$ cat src/rtl/sha512_wmem.sv
// Schedule window: 16 x 64 synchronous memory, one write and two read ports
module sha512_wmem (
  input  logic        clk,
  input  logic        we,
  input  logic [3:0]  waddr,
  input  logic [63:0] wdata,
  input  logic [3:0]  raddr_a,
  input  logic [3:0]  raddr_b,
  output logic [63:0] rdata_a,
  output logic [63:0] rdata_b
);
  logic [63:0] mem [16];

  always_ff @(posedge clk) begin
    if (we) begin
      mem[waddr] <= wdata;
    end
    rdata_a <= mem[raddr_a];
    rdata_b <= mem[raddr_b];
  end
endmodule

$ cat config.mk
export PLATFORM = sky130hd
export DESIGN_NAME = sha512_wmem
export DESIGN_NICKNAME = d
export VERILOG_FILES = /design/src/rtl/sha512_wmem.sv
export SDC_FILE = /design/constraint.sdc
export NUM_CORES = 1
export LEC_CHECK = 0
export BUFFER_PORTS_ARGS = -buffer_cell sky130_fd_sc_hd__buf_2
export CAP_MARGIN = 40
export CORE_MARGIN = 3
export CORE_UTILIZATION = 51
export DETAILED_ROUTE_END_ITERATION = 8
export GPL_ROUTABILITY_DRIVEN = 0
export MAX_ROUTING_LAYER = met4
export PLACE_DENSITY = 0.68
export SYNTH_ARGS = -nofsm -noshare
export SYNTH_HDL_FRONTEND = slang
export SYNTH_SLANG_ARGS = --single-unit
$ cat constraint.sdc
create_clock -name clk -period 8.9 [get_ports clk]
set_input_delay 1.78 -clock clk [delete_from_list [all_inputs] [get_ports clk]]
set_output_delay 1.78 -clock clk [all_outputs]
set_load 0.05 [all_outputs]
==> impl_metrics.yaml <==
floorplan:
  die_h_um: 314
  initial_core_util_pct: 51.6
  die_area_sq_um: 98400
  rows: 112
  die_w_um: 314
  core-area_sq_um: 93600
  io_pins: 206
sta:
  worst_pin_slew_ns: 1.05
  finalCriticalPeriod_ns: 3.89
  final-setup-viol-count: 0
  setup_ws_ns: 5.01
  hold_slack_ns: 0.683
  slew_viol_final: 0
  fmax_mhz: 257
  fin_skew_ns: 0.0165
  hold_violations: 0
  finalSetupTns_ns: 0
  timing.slew.headroom_pct: 29.7
  final.period_utilization_pct: 43.7
  rsz0062_at_grt: "no"
cells_and_area:
  final_cell_count_no_fill: 3852
  layout-drive-gt1-share_pct: 38.1
  post-route-util_pct: 59.1
  syn2layout_area_growth_pct: 14.5
  finalNetCount: 2554
  fill_cells: 6770
cts:
  cts-root-buf: "clkbuf_16"
  cts_buffers: 117
  cts_tree: "done"
  htree_levels: 3
  cts-resized-gates: 0
  clock_path_buffers: 3
  postCtsSetupBuffers: 0
  clock_latency_ns: 0.69
  hold_buffers: 0
  cts.clk_slew.worst_paths_ns: 0.06
  numClockSinks: 1152
drt:
  vias_per_cell: 6.62
  antenna_left: 0
  wl_per_cell_um: 32.5
  wirelength_um: 125000
  drt_iter0_markers: 3208
  first_pass_iters: 7
  vias: 25500
  drc_errors: 0
worst_setup_path:
  crit_path_start_kind: "input port"
  cp-end-kind: "flop"
  arrival_ns: 4.20
  critPathKind: "in2reg"
  r2r-start: "mem[2][24]"
  required_ns: 9.22
  setup.worst_path.start: "waddr[2]"
  crit_fanout: 28
logic_synthesis:
  synth.largest_area_cell: "edfxtp_1"
  synth.avg_cell_area_sq_um: 21.5
  netlist_area_sq_um: 48300
  syn_nets: 2325
  async_flop_share_pct: 0
  yosysWarnings: 0
  synth_ff_type: "edfxtp_1"
  synth.distinct_cells: 18
  yosys.cell_count.top_type: "edfxtp_1"
  synth-seq-cells: 1152
  synthTopCellsByCount: "edfxtp_1, mux4_2, a22oi_1, nand2_1, dfxtp_1"
  synth.top_cell.area_share_pct: 63.7
  synthCells: 2247
  synth_edf_count: 1024
  synth_area_leaders: "edfxtp_1, mux4_2, dfxtp_1"
  seq_area_frac_synth_pct: 69.0
global_routing:
  grt_overflow_total: 0
  track_usage_pct: 26.8
  grt_pass1_wl_um: 186000
  grt_max_degree: 115
  grt_pass1_vias: 27700
  antenna_found_initial: 20
hold_path:
  hp-class: "reg2reg"
  min_from: "mem[15][35]"
placed_design:
  port_buffers: 205
  dpl_worst_slack_ns: 4.27
  dp_cells: 3611
  dp_hpwl_um: 70200
run_status:
  status: "completed"
pwr:
  ir_drop_mv: 0.167
  power_density_nw_per_um2: 220
  p_leak_nw: 18.0
flow_run:
  cap_viol_max_count: 0
placed cells by master, fill, tap and decap left out, drive strengths merged, types with 2 or more instances in the layout:
| cell | synthesis | final |
|---|---|---|
| a22oi | 256 | 256 |
| and2 | 2 | 2 |
| buf | 85 | 278 |
| bufinv | 0 | 14 |
| clkbuf | 83 | 161 |
| clkinv | 0 | 39 |
| clkinvlp | 0 | 5 |
| dfxtp | 128 | 128 |
| diode | 0 | 20 |
| edfxtp | 1024 | 1024 |
| inv | 0 | 2 |
| mux4 | 512 | 512 |
| nand2 | 129 | 129 |
| nand2b | 2 | 2 |
| nand3b | 2 | 2 |
| nor2 | 14 | 14 |
| nor2b | 4 | 4 |
| nor3 | 4 | 4 |
power breakdown:
part / total (mW) / internal [mW] / leakage (nW) / switching, mW
registers: 6.13 / 6.05 / 10.3 / 0.0789
clock network: 4.94 / 2.92 / 1.88 / 2.02
logic: 1.11 / 0.398 / 5.79 / 0.715
total: 12.2 / 9.37 / 18.0 / 2.82
sequential cells by signal, summed over array words and instances, names as in the netlist:
name / cells
mem: 1024
rdata_a: 64
rdata_b: 64
area by class of cell:
| type | instances | area (sq um) | area share [%] |
|---|---|---|---|
| sequential | 1152 | 33300 | 60.2 |
| multi-input combinational | 927 | 14200 | 25.8 |
| clock buffer | 161 | 3200 | 5.80 |
| timing repair buffer | 278 | 2220 | 4.02 |
| tap | 1254 | 1570 | 2.84 |
| clock inverter | 60 | 684 | 1.24 |
| antenna | 20 | 50.0 | 0.0905 |
worst max-delay path: stages:
cell    delay (ns)
buf_2         0.12
or3b_2        0.59
nor2_4        0.62
buf_4         0.45
buf_4         0.59
path summary, 6_finish.rpt:
check / endpoint / slack (ns) / cells after the start
max reg2reg: rdata_b[24] / 7.48 / 3
min: rdata_a[35] / 0.68 / 3
min reg2reg: rdata_a[35] / 0.68 / 3
max: mem[2][34] / 5.01 / 5
logic make-up after synthesis:
| kind of cell | share of synthesized area (%) |
|---|---|
| mux | 23.9 |
| buf+inv | 1.88 |
| simple gates | 1.32 |
| flops | 69.0 |
| compound gates | 3.98 |
per-stage QoR:
stage	power, mW	instance area [sq um]
after global routing	12.6	55300
after CTS	12.3	55200
after floorplan	6.98	48300
final	12.2	55300
after detailed placement	7.36	51400
after global placement	7.32	50600
per-layer routing:
layer  part of all wire, %  global-route usage, %  vias up
li1                      -                      -    10300
met1                    38                   35.3    13600
met2                    50                   42.5     1296
met3                   9.4                   5.72      256
met4                   2.9                   8.52        0
met5                     0                      -        -
Note: power is estimated with default switching activity, not from simulation.
