[src/rtl/sha512_pkg.sv]
package sha512_pkg;

  localparam int ROUNDS_DEF = 80;

  typedef struct packed {
    logic [63:0] data_word;
    logic [3:0]  byte_count;
    logic        end_of_message;
  } in_beat_t;

  typedef struct packed {
    logic [63:0] digest_word;
    logic [2:0]  digest_index;
    logic        digest_last;
  } out_beat_t;

  localparam logic [63:0] IV_TAB [8] = '{
    64'h6a09e667f3bcc908, 64'hbb67ae8584caa73b, 64'h3c6ef372fe94f82b, 64'ha54ff53a5f1d36f1,
    64'h510e527fade682d1, 64'h9b05688c2b3e6c1f, 64'h1f83d9abfb41bd6b, 64'h5be0cd19137e2179
  };

  localparam logic [63:0] K_TAB [80] = '{
    64'h428a2f98d728ae22, 64'h7137449123ef65cd, 64'hb5c0fbcfec4d3b2f, 64'he9b5dba58189dbbc,
    64'h3956c25bf348b538, 64'h59f111f1b605d019, 64'h923f82a4af194f9b, 64'hab1c5ed5da6d8118,
    64'hd807aa98a3030242, 64'h12835b0145706fbe, 64'h243185be4ee4b28c, 64'h550c7dc3d5ffb4e2,
    64'h72be5d74f27b896f, 64'h80deb1fe3b1696b1, 64'h9bdc06a725c71235, 64'hc19bf174cf692694,
    64'he49b69c19ef14ad2, 64'hefbe4786384f25e3, 64'h0fc19dc68b8cd5b5, 64'h240ca1cc77ac9c65,
    64'h2de92c6f592b0275, 64'h4a7484aa6ea6e483, 64'h5cb0a9dcbd41fbd4, 64'h76f988da831153b5,
    64'h983e5152ee66dfab, 64'ha831c66d2db43210, 64'hb00327c898fb213f, 64'hbf597fc7beef0ee4,
    64'hc6e00bf33da88fc2, 64'hd5a79147930aa725, 64'h06ca6351e003826f, 64'h142929670a0e6e70,
    64'h27b70a8546d22ffc, 64'h2e1b21385c26c926, 64'h4d2c6dfc5ac42aed, 64'h53380d139d95b3df,
    64'h650a73548baf63de, 64'h766a0abb3c77b2a8, 64'h81c2c92e47edaee6, 64'h92722c851482353b,
    64'ha2bfe8a14cf10364, 64'ha81a664bbc423001, 64'hc24b8b70d0f89791, 64'hc76c51a30654be30,
    64'hd192e819d6ef5218, 64'hd69906245565a910, 64'hf40e35855771202a, 64'h106aa07032bbd1b8,
    64'h19a4c116b8d2d0c8, 64'h1e376c085141ab53, 64'h2748774cdf8eeb99, 64'h34b0bcb5e19b48a8,
    64'h391c0cb3c5c95a63, 64'h4ed8aa4ae3418acb, 64'h5b9cca4f7763e373, 64'h682e6ff3d6b2b8a3,
    64'h748f82ee5defb2fc, 64'h78a5636f43172f60, 64'h84c87814a1f0ab72, 64'h8cc702081a6439ec,
    64'h90befffa23631e28, 64'ha4506cebde82bde9, 64'hbef9a3f7b2c67915, 64'hc67178f2e372532b,
    64'hca273eceea26619c, 64'hd186b8c721c0c207, 64'heada7dd6cde0eb1e, 64'hf57d4f7fee6ed178,
    64'h06f067aa72176fba, 64'h0a637dc5a2c898a6, 64'h113f9804bef90dae, 64'h1b710b35131c471b,
    64'h28db77f523047d84, 64'h32caab7b40c72493, 64'h3c9ebe0a15c9bebc, 64'h431d67c49c100d4c,
    64'h4cc5d4becb3e42b6, 64'h597f299cfc657e2a, 64'h5fcb6fab3ad6faec, 64'h6c44198c4a475817
  };

  function automatic logic [63:0] rotr(input logic [63:0] x, input int n);
    rotr = (x >> n) | (x << (64 - n));
  endfunction

  function automatic logic [63:0] sig0(input logic [63:0] x);
    sig0 = rotr(x, 1) ^ rotr(x, 8) ^ (x >> 7);
  endfunction

  function automatic logic [63:0] sig1(input logic [63:0] x);
    sig1 = rotr(x, 19) ^ rotr(x, 61) ^ (x >> 6);
  endfunction

endpackage

[src/rtl/sha512_round.sv]
// One SHA-512 round over the working variables
module sha512_round (
  input  logic [63:0] vin [8],
  input  logic [63:0] k,
  input  logic [63:0] w,
  output logic [63:0] vout [8]
);
  import sha512_pkg::*;
  logic [63:0] t1, t2, ch, mj;

  always_comb begin
    ch = (vin[4] & vin[5]) ^ (~vin[4] & vin[6]);
    mj = (vin[0] & vin[1]) ^ (vin[0] & vin[2]) ^ (vin[1] & vin[2]);
    t1 = vin[7] + (rotr(vin[4], 14) ^ rotr(vin[4], 18) ^ rotr(vin[4], 41)) + ch + k + w;
    t2 = (rotr(vin[0], 28) ^ rotr(vin[0], 34) ^ rotr(vin[0], 39)) + mj;
    vout[0] = t1 + t2;
    vout[1] = vin[0];
    vout[2] = vin[1];
    vout[3] = vin[2];
    vout[4] = vin[3] + t1;
    vout[5] = vin[4];
    vout[6] = vin[5];
    vout[7] = vin[6];
  end
endmodule

[config.mk]
export PLATFORM = sky130hd
export DESIGN_NAME = sha512_round
export DESIGN_NICKNAME = d
export VERILOG_FILES = /design/src/rtl/sha512_pkg.sv /design/src/rtl/sha512_round.sv
export SDC_FILE = /design/constraint.sdc
export NUM_CORES = 1
export LEC_CHECK = 0
export BUFFER_PORTS_ARGS = -buffer_cell sky130_fd_sc_hd__buf_4
export CORE_AREA = 3 3 452 454
export DETAILED_ROUTE_END_ITERATION = 12
export DIE_AREA = 0 0 455 457
export GPL_TIMING_DRIVEN = 0
export PLACE_DENSITY = 0.39
export SYNTH_ARGS = -nofsm -noshare
export SYNTH_HDL_FRONTEND = slang
export SYNTH_SLANG_ARGS = --single-unit
[constraint.sdc]
create_clock -name vclk -period 8
set_input_delay 0.4 -clock vclk [all_inputs]
set_output_delay 0.4 -clock vclk [all_outputs]
set_load 0.03 [all_outputs]
==> results of run 1 <==
-- synth_stat cells (all sizes together), types with 61 or more instances --
| cell | n |
|---|---|
| nand2 | 140 |
| fa | 253 |
| ha | 189 |
| o21ai | 180 |
| xnor2 | 300 |
| a21o | 181 |
| xor2 | 155 |
| nor2 | 104 |
| mux2 | 61 |
| inv | 530 |
| a21oi | 206 |
| buf | 390 |
| clkbuf | 72 |
-- cells in the final DEF, fill, tap and decap left out, types with 49 or more instances in the layout --
cell type and instances:
sky130_fd_sc_hd__a21oi_1 180, sky130_fd_sc_hd__xnor2_1 265, sky130_fd_sc_hd__nand2_1 132, sky130_fd_sc_hd__clkbuf_1 49
sky130_fd_sc_hd__mux2_2 61, sky130_fd_sc_hd__a21o_1 180, sky130_fd_sc_hd__ha_1 157, sky130_fd_sc_hd__nor2_1 99
sky130_fd_sc_hd__fa_1 250, sky130_fd_sc_hd__xor2_1 137, sky130_fd_sc_hd__o21ai_0 147, sky130_fd_sc_hd__buf_4 1602
sky130_fd_sc_hd__inv_1 510
-- cells by family (layout without fill, tap and decap cells) --
family / count (synthesis) / count (layout) / share of synthesized area [%]
XOR/XNOR: 456 / 456 / 16.3
multiplexers: 65 / 65 / 2.96
adder cells (fa/ha/maj): 446 / 446 / 30.4
other: 0 / 12 / 0
buffers and inverters: 992 / 2201 / 21.1
AND/OR/NAND/NOR: 462 / 462 / 9.17
AO/OA/AOI/OAI: 765 / 765 / 20.1
-- worst max-delay path by stage --
stage,start,to,slack [ps],cells past startpoint
2_1_floorplan,vin[1],vout[509],290,30
3_3_place_gp,vin[193],vout[511],-2970,32
3_5_place_dp,vin[193],vout[511],-2950,31
4_1_cts,w[15],vout[511],-580,33
5_1_grt,w[15],vout[511],-700,33
6_report,vin[193],vout[508],-400,32
-- area by class of cell --
cell class                      instances  area, sq um  share of cell area, %
Multi-Input combinational cell       2194        21000                   54.1
Timing Repair Buffer                 1231         9290                   24.0
Tap cell                             2656         3320                   8.58
Buffer                                440         3110                   8.04
Inverter                              530         2000                   5.18
Antenna cell                           12         30.0                 0.0776
-- per-layer routing --
metal	GRT usage, %	share of wire [%]
met1	21.5	39
met2	38.3	55
met3	1.79	3.4
met4	3.80	2.9
met5	0	0.047
-- metrics by stage --
| stage | util (%) | hold slack [ps] |
|---|---|---|
| 2_1_floorplan | - | 932 |
| 3_3_place_gp | 18.3 | 1020 |
| 3_5_place_dp | 18.3 | 1020 |
| 4_1_cts | 19.0 | 1020 |
| 5_1_grt | 19.3 | 1020 |
| 6_report | 19.4 | 1020 |
-- worst max-delay path: cells and delay by family --
family	cells	cell delay, ps
adders and majority gates	6	2340
AOI/OAI and AO/OA	11	2640
buffers and inverters	7	1120
xor gates and xnor gates	2	350
muxes	1	330
and+or+nand+nor	5	800
-- repair_timing --
action,4_1_cts,5_1_grt
gates resized for setup,201,128
pin swaps,50,53
buffers inserted,56,27
setup endpoints to repair,82,53
==> results_dict.tcl, run 1 <==
set metrics [dict create \
    vias_per_cell 3.78 \
    hold_violations 0 \
    post_drt_wl_per_cell_um 29.5 \
    critical-path-slowest-cell "sky130_fd_sc_hd__a2111oi_4" \
    core_region_area_sq_um 200000 \
    aggregate_negative_setup_slack_ps -3790 \
    sequential_cell_total 0 \
    post_route_cells_drive_above_1_share_pct 43.9 \
    finalWorstSetupSlack_ps -398 \
    fmax_mhz 119 \
    number_of_failing_setup_endpoints_in_the_final_timing_report 18 \
    global_route_wire_length_before_repair_um 267000 \
    postRouteWirelength_um 208000 \
    globalRouteOverflowTotal 0 \
    first_pass_iters 5 \
    post_route_cell_area_sq_um 38700 \
    grt_setup_unrepaired "yes" \
    pre_cts_ws_ps -2950 \
    timing_max_transition_violations_final 0 \
    crit_path_start_kind "primary input" \
    numPortBuffers 1149 \
    critPathArrivalTime_ps 8000 \
    number_of_vias_in_the_routed_layout 26690 \
    min_delay_path_depth 2 \
    stdcell_count 7063 \
    dpl-instance-area_sq_um 36500 \
    antenna_violating_nets_post_route 0 \
    floorplan.die.width_um 455 \
    cts_hold_buf 0 \
    synth_cell_types 79 \
    post-dp-hpwl_um 195000 \
    synth_largest_area_cell "sky130_fd_sc_hd__fa_1" \
    timing.critical_path.to_type "output pin" \
    postSynthAreaPerCell_sq_um 7.71 \
    violations "setup timing" \
    worstPathRequired_ps 7600 \
    critical_path_peak_fanout 8 \
    sequential_cell_area_sq_um 0 \
    finalWeightedCongestion 0.892 \
    synth_fp_nets 4268 \
    placed_cells_incl_taps 6991 \
    drv_cap 0 \
    tightest_slew_ps 1310 \
    yosys-top-cells-area "sky130_fd_sc_hd__fa_1, sky130_fd_sc_hd__buf_4, sky130_fd_sc_hd__xnor2_1, sky130_fd_sc_hd__ha_1, sky130_fd_sc_hd__inv_1" \
    n_fill_cell 22752 \
    max_stage_delay_ps 540 \
    overall_track_demand_over_capacity_in_global_routing_pct 19.1 \
    worst_slew_margin_rel_pct 11.8 \
    synthesis.instances 3186 \
    areaGrowthSynthToFinish_pct 57.6 \
    grt_start_max_net_pins 10 \
    outcome "finished with violations" \
    timing.final.crit_share_pct 105 \
    drc_errors 0 \
    setup.worst_path.class "in2out" \
    min_to "vout[191]" \
    nClkBuffers 0 \
    post-route-min-period_ps 8400 \
    pin_count 1152 \
    post_synth_instance_area_sq_um 24600 \
    nNetsFinal 5479 \
    first_global_vias 28366 \
    yosysSeqAreaShare_pct 0 \
    hold_path_class "in2out" \
    number_of_antenna_violations_at_the_first_check_in_global_routing 75 \
    design.die.area_sq_um 208000 \
    rows 164 \
    holdCritStartpoint "vin[255]" \
    start_util_pct 12.3 \
    synthDominantCellAreaShare_pct 20.6 \
    synthesis.yosys.warnings 0 \
    die_y_um 457 \
    dr.first_iter.drc_count 1068 \
]
Power of run 1 is left out: the tool's default activity adds up to more than one toggle a clock period on the data nets, which glitch-free logic cannot reach.
==> run 2, diff against run 1 <==
--- a/config.mk
+++ b/config.mk
@@ -6,9 +6,9 @@
 export NUM_CORES = 1
 export LEC_CHECK = 0
 export BUFFER_PORTS_ARGS = -buffer_cell sky130_fd_sc_hd__buf_4
-export CORE_AREA = 3 3 452 454
+export CORE_AREA = 3 3 450 452
 export DETAILED_ROUTE_END_ITERATION = 12
-export DIE_AREA = 0 0 455 457
+export DIE_AREA = 0 0 453 455
 export GPL_TIMING_DRIVEN = 0
 export PLACE_DENSITY = 0.39
 export SYNTH_ARGS = -nofsm -noshare
==> run 2 against run 1 <==
The flow still finishes with violations (setup timing). Final cell count increased by 0.27%. Fmax about the same. First-iteration DRC count shrank 4.0%. Critical path type unchanged.
==> results_dict.tcl, run 2 (synthesis results as in run 1) <==
set metrics [dict create \
    postRouteWirelength_um 206000 \
    critical_path_peak_fanout 4 \
    post_drt_wl_per_cell_um 29.1 \
    hold_violations 0 \
    outcome "finished with violations" \
    vias_per_cell 3.77 \
    numPortBuffers 1149 \
    postLayoutCoreUtil_pct 19.8 \
    critPathArrivalTime_ps 8000 \
    busiest_layer "met2" \
    core_region_area_sq_um 199000 \
    die_y_um 455 \
    drv_cap 0 \
    number_of_failing_setup_endpoints_in_the_final_timing_report 13 \
    mostFrequentLayoutCells "sky130_fd_sc_hd__buf_4, sky130_fd_sc_hd__inv_1, sky130_fd_sc_hd__xnor2_1" \
    number_of_vias_in_the_routed_layout 26692 \
    timing.critical_path.to_type "output pin" \
    setup.worst_path.class "in2out" \
    tightest_slew_ps 1140 \
    sequential_cell_total 0 \
    grt_setup_unrepaired "yes" \
    worst_hold_slack_ps 1020 \
    grt_use_met3_pct 2.05 \
    fmax_mhz 119 \
    timing.final.crit_share_pct 105 \
    sequential_cell_area_sq_um 0 \
    finalWeightedCongestion 0.901 \
    dpl-instance-area_sq_um 36500 \
    floorplan.die.width_um 453 \
    global_route.usage.met1_pct 20.3 \
    post_route_cells_drive_above_1_share_pct 45.0 \
    critical-path-slowest-cell "sky130_fd_sc_hd__fa_1" \
    post-route-min-period_ps 8400 \
    worst_slew_margin_rel_pct 23.8 \
    nClkBuffers 0 \
    n_fill_cell 22481 \
    pin_count 1152 \
    area_occupied_by_multi_input_gates_sq_um 21400 \
    first_pass_iters 5 \
    start_util_pct 12.3 \
    globalRouteOverflowTotal 0 \
    finalWorstSetupSlack_ps -397 \
    max_stage_delay_ps 550 \
    worstPathRequired_ps 7600 \
    timing_max_transition_violations_final 0 \
    design.die.area_sq_um 206000 \
    first_global_vias 28126 \
    number_of_antenna_violations_at_the_first_check_in_global_routing 68 \
    overall_track_demand_over_capacity_in_global_routing_pct 19.0 \
    pre_cts_ws_ps -3290 \
    layout.cells.most_common "sky130_fd_sc_hd__buf_4" \
    crit_path_start_kind "primary input" \
    rows 164 \
    post-dp-hpwl_um 192000 \
    grt_start_max_net_pins 10 \
    hold_path_class "in2out" \
    drc_errors 0 \
    post_route_cell_area_sq_um 39400 \
    antenna_violating_nets_post_route 0 \
    timing.critical_path.mode_cell "sky130_fd_sc_hd__buf_6" \
    global_route.usage.met2_pct 37.3 \
    nNetsFinal 5492 \
    dr.first_iter.drc_count 1025 \
    global_route_wire_length_before_repair_um 263000 \
    violations "setup timing" \
    areaGrowthSynthToFinish_pct 60.3 \
]
==> run 2: cell count changes in the layout (fill, tap and decap cells not counted), moves of 6 or more <==
| cell | before | now |
|---|---|---|
| sky130_fd_sc_hd__ha_1 | 157 | 149 |
| sky130_fd_sc_hd__ha_4 | 13 | 25 |
| sky130_fd_sc_hd__inv_2 | 16 | 23 |
| sky130_fd_sc_hd__diode_2 | 12 | 18 |
| sky130_fd_sc_hd__buf_6 | 15 | 28 |
| sky130_fd_sc_hd__inv_1 | 510 | 504 |
==> run 2: path summary, 6_finish.rpt <==
check,from,slack (ps),cells after the start,endpoint
setup / recovery,vin[15],-400,38,vout[511]
hold / removal,vin[193],1020,2,vout[129]
==> run 2: routing by layer <==
layer  wire length, um  vias to the layer above
met5                49                        -
met4             11500                        8
met3              6750                      260
met2            112000                      793
met1             76100                    13081
li1                  -                    12550
==> run 2: final cells by class <==
cell class / count / area share [%]
inverter: 530 / 5.08
multi-input combinational: 2194 / 54.4
antenna: 18 / 0.114
timing repair buffer: 1246 / 24.1
buffer: 438 / 7.91
tap: 2656 / 8.44
==> run 2: per-stage QoR <==
step                instances  setup TNS (ps)
floorplan                3186               0
global placement         6991         -103770
detailed placement       6991         -104690
CTS                      7048           -1180
global route             7079           -4990
finish                   7082           -1770
==> run 2: worst max-delay path, delay by kind of cell <==
family,cells,cell delay [ps]
adder cells (fa/ha/maj),6,2510
AO/OA/AOI/OAI,10,2150
buffers and inverters,13,1570
AND/OR/NAND/NOR,7,830
XOR/XNOR,2,500
==> run 2: what timing repair did <==
action	CTS	global route
setup endpoints to repair	86	51
pin swaps	92	60
buffers inserted	72	27
gates resized for setup	315	115
hold buffers	0	0
Power of run 2 is left out for the same reason.
==> run 3, diff against run 2 <==
--- a/config.mk
+++ b/config.mk
@@ -11,6 +11,7 @@
 export DIE_AREA = 0 0 453 455
 export GPL_TIMING_DRIVEN = 0
 export PLACE_DENSITY = 0.39
+export RECOVER_POWER = 25
 export SYNTH_ARGS = -nofsm -noshare
 export SYNTH_HDL_FRONTEND = slang
 export SYNTH_SLANG_ARGS = --single-unit
==> run 3 against run 2 <==
The flow still finishes with violations (setup timing). Non-clock buffer count unchanged. Sequential cell count unchanged. Critical path depth unchanged. Final cell count about the same. Die area unchanged. Core utilization down 0.23 points. Sequential share of layout area unchanged. Global-route usage unchanged. Largest cell class unchanged.
==> results_dict.tcl, run 3 (synthesis results as in run 1) <==
set metrics [dict create \
    outcome "finished with violations" \
    violations "setup timing" \
    floorplan.die.width_um 453 \
    post_drt_wl_per_cell_um 29.1 \
    grt_setup_unrepaired "yes" \
    rows 164 \
    post-dp-hpwl_um 192000 \
    timing_max_transition_violations_final 0 \
    pin_count 1152 \
    drc_errors 0 \
    overall_track_demand_over_capacity_in_global_routing_pct 19.0 \
    areaGrowthSynthToFinish_pct 58.4 \
    stdcell_count 7081 \
    timing.critical_path.to_type "output pin" \
    finalWorstSetupSlack_ps -371 \
    sequential_cell_total 0 \
    number_of_vias_in_the_routed_layout 26683 \
    critical-path-slowest-cell "sky130_fd_sc_hd__fa_1" \
    timing.critical_path.mode_cell "sky130_fd_sc_hd__buf_6" \
    core_region_area_sq_um 199000 \
    number_of_failing_setup_endpoints_in_the_final_timing_report 13 \
    post_route_cells_drive_above_1_share_pct 42.2 \
    worstPathRequired_ps 7600 \
    dr.first_iter.drc_count 1013 \
    numPortBuffers 1149 \
    postRouteWirelength_um 206000 \
    antenna_violating_nets_post_route 0 \
    tightest_slew_ps 1120 \
    worst_slew_margin_rel_pct 25.2 \
    post-route-min-period_ps 8370 \
    critPathArrivalTime_ps 7970 \
    start_util_pct 12.3 \
    max_stage_delay_ps 550 \
    nNetsFinal 5492 \
    mostFrequentLayoutCells "sky130_fd_sc_hd__buf_4, sky130_fd_sc_hd__inv_1, sky130_fd_sc_hd__xnor2_1" \
    setup.worst_path.class "in2out" \
    postLayoutCoreUtil_pct 19.5 \
    design.die.area_sq_um 206000 \
    timing.final.crit_share_pct 105 \
    layout.cells.most_common "sky130_fd_sc_hd__buf_4" \
    min_delay_path_depth 2 \
    hold_path_class "in2out" \
    nClkBuffers 0 \
    drv_cap 0 \
    hold_violations 0 \
    first_global_vias 28126 \
    global_route_wire_length_before_repair_um 263000 \
    grt_start_max_net_pins 10 \
    fmax_mhz 119 \
    launch_point_of_the_worst_path "vin[15]" \
    cts_hold_buf 0 \
    globalRouteOverflowTotal 0 \
    number_of_antenna_violations_at_the_first_check_in_global_routing 68 \
    finalWeightedCongestion 0.901 \
    crit_path_start_kind "primary input" \
    vias_per_cell 3.77 \
    placed_cells_incl_taps 6991 \
    sequential_cell_area_sq_um 0 \
    worstSetupEndpoint "vout[511]" \
    first_pass_iters 5 \
    critical_path_peak_fanout 4 \
    die_y_um 455 \
]
run 3: changes by cell type in the layout (fill, tap and decap cells not counted), sizes merged:
cell,previous run,this run
clkbuf,48,170
diode,18,17
buf,1636,1514
run 3: worst min-delay path by stage:
stage | from | end | slack (ps)
2_1_floorplan | vin[64] | vout[0] | 930
3_5_place_dp | vin[193] | vout[129] | 1020
6_report | vin[193] | vout[129] | 1100
3_3_place_gp | vin[193] | vout[129] | 1020
4_1_cts | vin[193] | vout[129] | 1020
5_1_grt | vin[193] | vout[129] | 1110
run 3: critical path: cells and delay by family:
family | cells | cell delay, ps
adder cells (fa/ha/maj) | 6 | 2520
AO/OA/AOI/OAI | 10 | 2160
buffers and inverters | 13 | 1560
AND/OR/NAND/NOR | 7 | 820
XOR/XNOR | 2 | 500
run 3: metrics by stage:
stage / setup TNS [ps] / hold WS (ps) / worst slack, ps / instance area [sq um]
after detailed placement: -104690 / 1020 / -3290 / 36500
after CTS: -1180 / 1020 / -424 / 38700
after global placement: -103770 / 1020 / -3280 / 36500
final: -1410 / 1100 / -371 / 38900
after global routing: -4990 / 1110 / -665 / 38900
after floorplan: 0 / 932 / 288 / 24600
run 3: cell type report:
class	count	area (sq um)
Fill cell	22599	160000
Multi-Input combinational cell	2194	21400
Timing Repair Buffer	1246	9030
Tap cell	2656	3320
Buffer	438	3110
Inverter	530	2000
Antenna cell	17	42.5
run 3: what timing repair did:
item / in CTS / in global routing
endpoints found under the setup margin: 86 / 51
pin swaps: 92 / 60
buffers inserted: 72 / 27
gates resized for setup: 315 / 115
run 3: routing by layer:
layer  vias to the layer above  track usage, %  wire length (um)
li1                      12553               -                 -
met1                     13081            20.3             76000
met2                       789            37.3            112000
met3                       252            2.05              6750
met4                         8            8.14             11400
met5                         -               0                49
Power of run 3 is left out for the same reason.
